--- src/rtl/sadr_ram.sv ---
`timescale 1ns / 1ps

module sadr_ram #(
    parameter int WIDTH = 8,
    parameter int DEPTH = 16
) (
    input  logic                     aclk,
    input  logic                     we,
    input  logic [$clog2(DEPTH)-1:0] waddr,
    input  logic [WIDTH-1:0]         wdata,
    input  logic [$clog2(DEPTH)-1:0] raddr,
    output logic [WIDTH-1:0]         rdata
);

    logic [WIDTH-1:0] mem [DEPTH];
    logic [WIDTH-1:0] rdata_reg;

    always_ff @(posedge aclk) begin
        if (we) begin
            mem[waddr] <= wdata;
        end
        rdata_reg <= mem[raddr];
    end

    assign rdata = rdata_reg;

endmodule

--- config.mk ---
export PLATFORM = sky130hd
export DESIGN_NAME = sadr_ram
export DESIGN_NICKNAME = d
export VERILOG_FILES = /design/src/rtl/sadr_ram.sv
export SDC_FILE = /design/constraint.sdc
export NUM_CORES = 1
export LEC_CHECK = 0
export BUFFER_PORTS_ARGS = -buffer_cell sky130_fd_sc_hd__buf_2
export CORE_MARGIN = 2
export CORE_UTILIZATION = 40
export DETAILED_ROUTE_END_ITERATION = 8
export GPL_TIMING_DRIVEN = 0
export SLEW_MARGIN = 10
export SYNTH_ARGS = -nofsm -noshare
export SYNTH_HDL_FRONTEND = slang
export SYNTH_SLANG_ARGS = --single-unit
--- constraint.sdc ---
create_clock -name aclk -period 3.7 [get_ports aclk]
set_input_delay 0.37 -clock aclk [delete_from_list [all_inputs] [get_ports aclk]]
set_output_delay 0.37 -clock aclk [all_outputs]
set_load 0.05 [all_outputs]
# ---- Yosys cells after proc, flatten, opt, wreduce, memory -nomap -nowiden
# Memory sizes are Yosys's and may differ from the RTL's. A register that Yosys moved wholly into a read port is not among the register bits.
# Index checks and enable logic that the tools add are counted.
dict set report word_totals {
  register_bits 0
  latch_bits 0
  ramBits 128
  mem_bits_ro 0
  input_bits 18
  out_inout_bits 8
  wordCells 3
  n_memories 1
}
dict set report classes {
  addsub 0
  multipliers 0
  n_div 0
  magnitude_cmp 0
  eq_ne 0
  shifts 0
  n_mux 2
  bitwise 0
  reduce_logical 0
}
# name words width rd rd_ports_with_merged_regs write_ports line_no
set memory_table {}
lappend memory_table {mem 16 8 1 1 1 15} ;# logic [WIDTH-1:0] mem [DEPTH];
# op count
set op_table {}
lappend op_table {{$mux 1} 2}

# ---- Depth between registers and ports, before layout
# Gate-level depths: netlist of run 1.
dict set report depth {
  ltp_word 2
  ltp_mapped 5
  ltp_nobuf 3
}

# ---- Worst setup path after synthesis of run 1
# No wires, ideal clock.
dict set report synth_path {
  kind {input to register}
  start {in waddr[2]}
  end {mem mem[0][0], enable pin}
  setup_ns 0.383
  arrival_time_ns 1.480
  required_time_ns 3.317
  setup_slack_ns 1.837
  cell_stages 2
  n_path_buf 0
  cell_sequence {or3b_2 > nor3_1}
}
# element line_no
set synth_rtl {}
lappend synth_rtl {{start: declaration} 9} ;# input logic [$clog2(DEPTH)-1:0] waddr,
lappend synth_rtl {{end: declaration} 15}
# Straight into the memory's write port.

# ---- Worst setup path in the final report of run 1
dict set report layout_path {
  start {in waddr[2]}
  end {mem mem[1][4], enable pin}
}
# Straight into the memory's write port.

==> results of run 1 <==
-- per-stage QoR --
| stage | cell area (um^2) | setup WS, ns | hold slack (ns) | util | power (uW) |
|---|---|---|---|---|---|
| finish | 6110 | 2.07 | 0.371 | 0.486 | 3620 |
| global route | 6110 | 1.99 | 0.366 | 0.486 | 3730 |
| CTS | 6090 | 1.97 | 0.351 | 0.485 | 3640 |
| detailed placement | 5490 | 1.54 | 0.670 | 0.437 | 1960 |
| global placement | 5480 | 1.23 | 0.663 | 0.436 | 1960 |
| floorplan | 5150 | 1.84 | 0.469 | - | 1890 |
-- per-layer routing --
metal	part of all wire	routed length [um]	vias to the layer above
met5	0	0	-
met4	0.012	114	0
met3	0.051	489	7
met2	0.50	4820	63
met1	0.44	4210	1177
li1	-	-	1058
-- worst reg2reg max path, cell delays in order (launching register included) --
cell	delay (ns)
sky130_fd_sc_hd__edfxtp_1	0.35
sky130_fd_sc_hd__mux4_2	0.52
sky130_fd_sc_hd__a22oi_1	0.29
sky130_fd_sc_hd__nand2_1	0.11
-- cell type report --
| cell class | instances | area share |
|---|---|---|
| Sequential cell | 136 | 0.655 |
| Multi-Input combinational cell | 83 | 0.176 |
| Clock buffer | 20 | 0.0748 |
| Tap cell | 172 | 0.0352 |
| Clock inverter | 12 | 0.0244 |
| Timing Repair Buffer | 24 | 0.0197 |
| Buffer | 10 | 0.0141 |
-- worst min path at each step --
stage                          start    endpoint  slack (ns)
final                       wdata[6]  mem[13][6]        0.37
after global routing        wdata[6]  mem[12][6]        0.37
after CTS                   wdata[6]   mem[6][6]        0.35
after detailed placement  mem[11][1]    rdata[1]        0.67
after global placement    mem[11][3]    rdata[3]        0.66
after floorplan             wdata[0]   mem[0][0]        0.47
-- power by group through the flow --
stage / Clock, uW / Combinational [uW] / Sequential, uW
4_1_cts: 1710 / 201 / 1730
3_3_place_gp: 0 / 198 / 1760
3_5_place_dp: 0 / 201 / 1760
2_1_floorplan: 0 / 87.4 / 1800
5_1_grt: 1780 / 213 / 1730
6_report: 1690 / 199 / 1730
-- kinds of logic (layout without fill, tap and decap cells) --
group | Yosys count | count (layout)
DFF | 136 | 136
and+or+nand+nor | 35 | 35
muxes | 32 | 32
AOI/OAI and AO/OA | 16 | 16
buffers and inverters | 10 | 66
-- cells in the final DEF (no fill, tap or decap), types with 2 or more instances in the layout --
master	n
sky130_fd_sc_hd__a22oi_1	16
sky130_fd_sc_hd__buf_2	27
sky130_fd_sc_hd__buf_6	3
sky130_fd_sc_hd__bufinv_16	3
sky130_fd_sc_hd__clkbuf_16	17
sky130_fd_sc_hd__clkbuf_8	2
sky130_fd_sc_hd__clkdlybuf4s25_2	3
sky130_fd_sc_hd__clkinv_2	4
sky130_fd_sc_hd__clkinvlp_4	4
sky130_fd_sc_hd__dfxtp_1	8
sky130_fd_sc_hd__edfxtp_1	128
sky130_fd_sc_hd__mux4_1	14
sky130_fd_sc_hd__mux4_2	18
sky130_fd_sc_hd__nand2_1	9
sky130_fd_sc_hd__nand2b_1	2
sky130_fd_sc_hd__nand3b_1	2
sky130_fd_sc_hd__nor2_1	13
sky130_fd_sc_hd__nor3_2	4
==> impl_metrics.prom, run 1 <==
# TYPE chip_impl_metric gauge
chip_impl_metric{name="place_hpwl",unit="um"} 6120
chip_impl_metric{name="remaining_drc_errors",unit=""} 0
chip_impl_metric{name="rows",unit=""} 41
chip_impl_info{name="setup.worst_path.start",value="waddr[2]"} 1
chip_impl_info{name="tritoncts",value="done"} 1
chip_impl_metric{name="pin_count_of_the_biggest_net_entering_global_routing",unit=""} 17
chip_impl_metric{name="grt_first_pass_wirelength",unit="um"} 14400
chip_impl_metric{name="dp_cells",unit=""} 425
chip_impl_metric{name="h-tree-depth",unit=""} 4
chip_impl_metric{name="final_antenna_net_count",unit=""} 0
chip_impl_info{name="yosys.cell_count.top_type",value="sky130_fd_sc_hd__edfxtp_1"} 1
chip_impl_metric{name="post_cts_resized",unit=""} 0
chip_impl_metric{name="post_synth_xor_area_fraction",unit=""} 0
chip_impl_info{name="critical_path.slowest_cell",value="sky130_fd_sc_hd__nor2_1"} 1
chip_impl_info{name="worst_r2r_startpoint",value="mem[15][7]"} 1
chip_impl_metric{name="worstRegToRegCells",unit=""} 3
chip_impl_metric{name="number_of_global_route_vias_before_repair",unit=""} 2396
chip_impl_metric{name="cp_slowest_stage_delay",unit="ns"} 0.63
chip_impl_metric{name="postRouteWirelength",unit="um"} 9630
chip_impl_metric{name="pwr_density_cell",unit="mW/mm^2"} 592
chip_impl_metric{name="number_of_buffers_inserted_during_clock_tree_synthesis",unit=""} 17
chip_impl_metric{name="top_level_ports",unit=""} 26
chip_impl_metric{name="yosysSeqAreaShare",unit=""} 0.778
chip_impl_metric{name="num_vias",unit=""} 2305
chip_impl_metric{name="synth_edf_count",unit=""} 128
chip_impl_metric{name="yosys_register_bits",unit=""} 136
chip_impl_metric{name="groute.layer.met1.usage",unit=""} 0.197
chip_impl_metric{name="power_switching_share",unit=""} 0.203
chip_impl_metric{name="postCtsHoldBufs",unit=""} 0
chip_impl_metric{name="syn_nets",unit=""} 247
chip_impl_info{name="setup.worst_path.start_class",value="primary input"} 1
chip_impl_metric{name="groute.usage.overall",unit=""} 0.149
chip_impl_info{name="crit_path_end_kind",value="register"} 1
chip_impl_metric{name="seqCellArea",unit="mm^2"} 0.00400
chip_impl_metric{name="ys_warn_count",unit=""} 0
chip_impl_metric{name="share_comb_of_total_power",unit=""} 0.055
chip_impl_metric{name="critPathMaxFanout",unit=""} 8
chip_impl_metric{name="synth_compound_area_frac",unit=""} 0.0233
chip_impl_info{name="rsz_0062_raised_after_global_routing",value="no"} 1
chip_impl_info{name="grt-busiest-layer",value="met2"} 1
chip_impl_metric{name="netlist_area",unit="mm^2"} 0.00515
chip_impl_metric{name="detail_route.iter0.violations",unit=""} 162
chip_impl_info{name="yosysTopAreaCell",value="sky130_fd_sc_hd__edfxtp_1"} 1
chip_impl_metric{name="met3_usage",unit=""} 0.0418
chip_impl_metric{name="largest_register_ffs",unit=""} 128
chip_impl_metric{name="synth_top_area_share",unit=""} 0.747
chip_impl_metric{name="antenna_violations_before_repair",unit=""} 0
chip_impl_metric{name="max_freq",unit="MHz"} 614
chip_impl_metric{name="final.setup_skew",unit="ns"} 0.00490
chip_impl_info{name="synth_top_family_by_area",value="multiplexers"} 1
chip_impl_metric{name="post_synthesis_async_set_or_reset_flop_share",unit=""} 0
chip_impl_metric{name="share_of_power_burned_in_the_clock_network",unit=""} 0.467
chip_impl_metric{name="post_layout_min_period",unit="ns"} 1.63
chip_impl_metric{name="synthSimpleGateAreaFrac",unit=""} 0.0318
chip_impl_metric{name="floorplan.initialDensity",unit=""} 0.410
chip_impl_metric{name="vias_per_cell",unit=""} 5.04
chip_impl_metric{name="nNetsFinal",unit=""} 290
chip_impl_info{name="post_synth_most_frequent_cells",value="sky130_fd_sc_hd__edfxtp_1 (128), sky130_fd_sc_hd__mux4_2 (18), sky130_fd_sc_hd__a22oi_1 (16), sky130_fd_sc_hd__mux4_1 (14), sky130_fd_sc_hd__nor2_1 (13)"} 1
chip_impl_metric{name="port-buffer-count",unit=""} 24
chip_impl_metric{name="clock_path_buffers",unit=""} 2
chip_impl_metric{name="slew-limit-headroom",unit=""} 0.459
chip_impl_metric{name="total_setup_buffers_inserted_after_cts",unit=""} 0
chip_impl_metric{name="synthMuxAreaShare",unit=""} 0.150
chip_impl_metric{name="gpl.final_weighted_congestion",unit=""} 0.686
chip_impl_metric{name="area_share_of_fa_ha_maj_cells_after_synthesis",unit=""} 0
chip_impl_metric{name="power.internal",unit="uW"} 2880
chip_impl_metric{name="cp_data_arrival_time",unit="ns"} 1.65
chip_impl_metric{name="drv_cap",unit=""} 0
chip_impl_metric{name="dieArea",unit="mm^2"} 0.0138
chip_impl_metric{name="antennaDiodeCount",unit=""} 0
chip_impl_metric{name="regToRegSetupSlack",unit="ns"} 2.30
chip_impl_metric{name="cp.buffers_inverters",unit=""} 1
chip_impl_metric{name="power.static_leakage",unit="uW"} 0.00203
chip_impl_metric{name="firstDrtPassIters",unit=""} 4
chip_impl_metric{name="die_height",unit="um"} 117
chip_impl_metric{name="tritoncts_num_sinks",unit=""} 136
chip_impl_metric{name="multiInputGateArea",unit="mm^2"} 0.00108
chip_impl_metric{name="net-switching-power",unit="uW"} 735
chip_impl_info{name="cp-endpoint",value="mem[1][4]"} 1
chip_impl_info{name="synth.area.top_cells",value="sky130_fd_sc_hd__edfxtp_1 (75%), sky130_fd_sc_hd__mux4_2 (7.9%), sky130_fd_sc_hd__mux4_1 (7.1%)"} 1
chip_impl_metric{name="setup-violations-final",unit=""} 0
chip_impl_metric{name="coreArea",unit="mm^2"} 0.0126
chip_impl_info{name="criticalPathCategory",value="in -> reg"} 1
chip_impl_metric{name="timing.critical_path.required",unit="ns"} 3.73
chip_impl_metric{name="nFillCells",unit=""} 1031
chip_impl_metric{name="postSynthCellCount",unit=""} 229
chip_impl_metric{name="tns",unit="ns"} 0
chip_impl_info{name="hold_class",value="in -> reg"} 1
chip_impl_metric{name="worst_hold_path.num_cells",unit=""} 1
chip_impl_metric{name="gr-usage-met2",unit=""} 0.236
chip_impl_metric{name="ir_worst_vdd",unit="uV"} 377
chip_impl_metric{name="area.growth.synth_to_final",unit="%"} 18.7
chip_impl_info{name="cp_cell_sequence",value="buf_2 -> or3b_2 -> nor2_1"} 1
chip_impl_info{name="ys.flop_type",value="sky130_fd_sc_hd__edfxtp_1"} 1
chip_impl_metric{name="timing.final.crit_share",unit=""} 0.440
chip_impl_info{name="ctsRootBufferMaster",value="sky130_fd_sc_hd__clkbuf_16"} 1
chip_impl_metric{name="share_seq_of_total_power",unit=""} 0.478
chip_impl_metric{name="slew_violations",unit=""} 0
chip_impl_metric{name="avg_synthesized_cell_area",unit="um^2"} 22.5
chip_impl_metric{name="final-hold-violation-count",unit=""} 0
chip_impl_metric{name="worstSkewPairLatency",unit="ns"} 0.40
chip_impl_metric{name="clk_pin_slew_worst_paths",unit="ns"} 0.06
chip_impl_metric{name="finish.cell_count_without_fillers",unit=""} 457
chip_impl_metric{name="timing.critical_path.depth",unit=""} 3
chip_impl_metric{name="detail_route.wl_per_cell",unit="um"} 21.1
chip_impl_info{name="status",value="completed"} 1
chip_impl_metric{name="tightestPinTransition",unit="ns"} 0.809
chip_impl_metric{name="grt_overflow_total",unit=""} 0
chip_impl_metric{name="synth.lib_cells_used.distinct",unit=""} 19
chip_impl_info{name="critical-path-top-delay-family",value="simple AND/OR/NAND/NOR gates"} 1
chip_impl_metric{name="chipWidth",unit="um"} 117
chip_impl_metric{name="post_route_cells_drive_above_1_share",unit=""} 0.309
chip_impl_info{name="reg_to_reg_critical_path_endpoint",value="rdata[7]"} 1
Note: power is estimated with default switching activity, not from simulation.
==> inputs of run 2 (changes only) <==
Clock period 3.7 ns to 1.5 ns, I/O delays scaled along.
==> impl_metrics.prom, run 2 (synthesized netlist as in run 1, its figures left out) <==
# TYPE chip_impl_metric gauge
chip_impl_info{name="status",value="completed"} 1
chip_impl_info{name="crit_path_end_kind",value="register"} 1
chip_impl_metric{name="rows",unit=""} 41
chip_impl_metric{name="grt_overflow_total",unit=""} 0
chip_impl_metric{name="floorplan.initialDensity",unit=""} 0.410
chip_impl_metric{name="final.setup_skew",unit="ns"} 0.00903
chip_impl_metric{name="post_layout_min_period",unit="ns"} 1.43
chip_impl_metric{name="detail_route.wl_per_cell",unit="um"} 21.8
chip_impl_metric{name="post_route_cells_drive_above_1_share",unit=""} 0.309
chip_impl_metric{name="dp_cells",unit=""} 425
chip_impl_metric{name="area.growth.synth_to_final",unit="%"} 18.9
chip_impl_metric{name="number_of_global_route_vias_before_repair",unit=""} 2491
chip_impl_info{name="most-common-layout-cells",value="sky130_fd_sc_hd__edfxtp_1 (128), sky130_fd_sc_hd__buf_2 (27), sky130_fd_sc_hd__mux4_2 (18), sky130_fd_sc_hd__clkbuf_16 (17), sky130_fd_sc_hd__a22oi_1 (16)"} 1
chip_impl_metric{name="detail_route.iter0.violations",unit=""} 147
chip_impl_metric{name="worstSkewPairLatency",unit="ns"} 0.41
chip_impl_metric{name="gpl.final_weighted_congestion",unit=""} 0.740
chip_impl_metric{name="die_height",unit="um"} 117
chip_impl_metric{name="pin_count_of_the_biggest_net_entering_global_routing",unit=""} 17
chip_impl_info{name="hold_start",value="wdata[5]"} 1
chip_impl_metric{name="place_hpwl",unit="um"} 6240
chip_impl_metric{name="max_freq",unit="MHz"} 700
chip_impl_info{name="hold_class",value="in -> reg"} 1
chip_impl_metric{name="final_antenna_net_count",unit=""} 0
chip_impl_metric{name="worst_hold_path.num_cells",unit=""} 1
chip_impl_info{name="tritoncts",value="done"} 1
chip_impl_metric{name="timing.critical_path.required",unit="ns"} 1.79
chip_impl_metric{name="antennaDiodeCount",unit=""} 0
chip_impl_info{name="most_common_cell_after_layout_fill_and_taps_aside",value="sky130_fd_sc_hd__edfxtp_1"} 1
chip_impl_metric{name="dieArea",unit="mm^2"} 0.0138
chip_impl_info{name="ctsRootBufferMaster",value="sky130_fd_sc_hd__clkbuf_16"} 1
chip_impl_metric{name="slew-limit-headroom",unit=""} 0.454
chip_impl_metric{name="number_of_buffers_inserted_during_clock_tree_synthesis",unit=""} 17
chip_impl_metric{name="tritoncts_num_sinks",unit=""} 136
chip_impl_metric{name="port-buffer-count",unit=""} 24
chip_impl_metric{name="num_vias",unit=""} 2352
chip_impl_metric{name="vias_per_cell",unit=""} 5.15
chip_impl_metric{name="regToRegSetupSlack",unit="ns"} 0.07
chip_impl_metric{name="groute.usage.overall",unit=""} 0.155
chip_impl_metric{name="antenna_violations_before_repair",unit=""} 0
chip_impl_metric{name="top_level_ports",unit=""} 26
chip_impl_metric{name="clock_path_buffers",unit=""} 2
chip_impl_info{name="setup.worst_path.start",value="mem[1][0]"} 1
chip_impl_metric{name="finish.cell_count_without_fillers",unit=""} 457
chip_impl_metric{name="ir_worst_vdd",unit="uV"} 676
chip_impl_metric{name="remaining_drc_errors",unit=""} 0
chip_impl_metric{name="cp_data_arrival_time",unit="ns"} 1.72
chip_impl_metric{name="timing.final.ws_setup",unit="ns"} 0.0721
chip_impl_info{name="reg_to_reg_critical_path_endpoint",value="rdata[0]"} 1
chip_impl_metric{name="tns",unit="ns"} 0
chip_impl_metric{name="h-tree-depth",unit=""} 4
chip_impl_metric{name="tightestPinTransition",unit="ns"} 0.817
chip_impl_metric{name="power.static_leakage",unit="uW"} 0.00202
chip_impl_metric{name="postRouteWirelength",unit="um"} 9980
chip_impl_info{name="worst_r2r_startpoint",value="mem[1][0]"} 1
chip_impl_metric{name="setup-violations-final",unit=""} 0
chip_impl_metric{name="nFillCells",unit=""} 1026
chip_impl_info{name="rsz_0062_raised_after_global_routing",value="no"} 1
chip_impl_info{name="hold_end",value="mem[15][5]"} 1
chip_impl_metric{name="drv_cap",unit=""} 0
chip_impl_metric{name="worstRegToRegCells",unit=""} 3
chip_impl_metric{name="grt_first_pass_wirelength",unit="um"} 15100
chip_impl_metric{name="chipWidth",unit="um"} 117
chip_impl_metric{name="dp_worst_setup_slack",unit="ns"} -0.442
chip_impl_metric{name="timing.final.crit_share",unit=""} 0.952
chip_impl_metric{name="coreArea",unit="mm^2"} 0.0126
chip_impl_metric{name="nNetsFinal",unit=""} 290
chip_impl_metric{name="clk_pin_slew_worst_paths",unit="ns"} 0.06
chip_impl_metric{name="slew_violations",unit=""} 0
chip_impl_metric{name="critPathMaxFanout",unit=""} 1
chip_impl_metric{name="final-hold-violation-count",unit=""} 0
chip_impl_metric{name="pwr_density_cell",unit="mW/mm^2"} 1480
chip_impl_info{name="criticalPathCategory",value="reg -> reg"} 1
chip_impl_metric{name="largest_register_ffs",unit=""} 128
chip_impl_metric{name="firstDrtPassIters",unit=""} 4
chip_impl_metric{name="finish.utilization",unit=""} 0.487
chip_impl_info{name="setup.worst_path.start_class",value="register"} 1
[run 2: critical path, stage by stage, from the launching register on]
cell and delay (ns):
sky130_fd_sc_hd__edfxtp_1 0.35, sky130_fd_sc_hd__mux4_1 0.51, sky130_fd_sc_hd__a22oi_1 0.35, sky130_fd_sc_hd__nand2_1 0.09
[run 2: metal layers]
| layer | up-vias | GRT usage | wire (um) |
|---|---|---|---|
| met2 | 57 | 0.231 | 4690 |
| met4 | 0 | 0.0633 | 161 |
| li1 | 1060 | - | - |
| met3 | 13 | 0.0355 | 359 |
| met5 | - | 0 | 0 |
| met1 | 1222 | 0.221 | 4770 |
[run 2: report_power, final]
group | leakage, uW | switching [uW] | total [uW] | internal, uW
clock network | 0.000281 | 1510 | 4280 | 2770
logic | 0.000520 | 326 | 495 | 170
registers | 0.00122 | 18.6 | 4270 | 4250
[run 2: area by class of cell]
cell class | count | area [um^2] | share of cell area
clock buffers | 19 | 433 | 0.0708
repair buffers | 24 | 120 | 0.0196
flip-flops and latches | 136 | 4000 | 0.654
well taps | 172 | 215 | 0.0352
multi-input cells | 83 | 1080 | 0.176
plain buffers | 10 | 86.3 | 0.0141
clock inverters | 13 | 180 | 0.0294
[run 2: worst max path at each step]
stage,cells after the start,to
after floorplan,2,mem[3][0]
after global placement,3,mem[8][2]
after detailed placement,3,mem[8][2]
after CTS,3,rdata[0]
after global routing,3,rdata[7]
final,3,rdata[0]
[run 2: through the flow]
| step | area [um^2] | hold slack (ns) | total power, uW |
|---|---|---|---|
| floorplan | 5150 | 0.249 | 4650 |
| global placement | 5490 | 0.551 | 4830 |
| detailed placement | 5490 | 0.569 | 4850 |
| CTS | 6110 | 0.140 | 9090 |
| global route | 6120 | 0.141 | 9300 |
| finish | 6120 | 0.133 | 9040 |
[run 2: timing repair]
action	in CTS	in global routing
setup endpoints to repair	8	8
buffers inserted	0	0
hold buffers	0	0
pin swaps	0	0
gates resized for setup	1	1
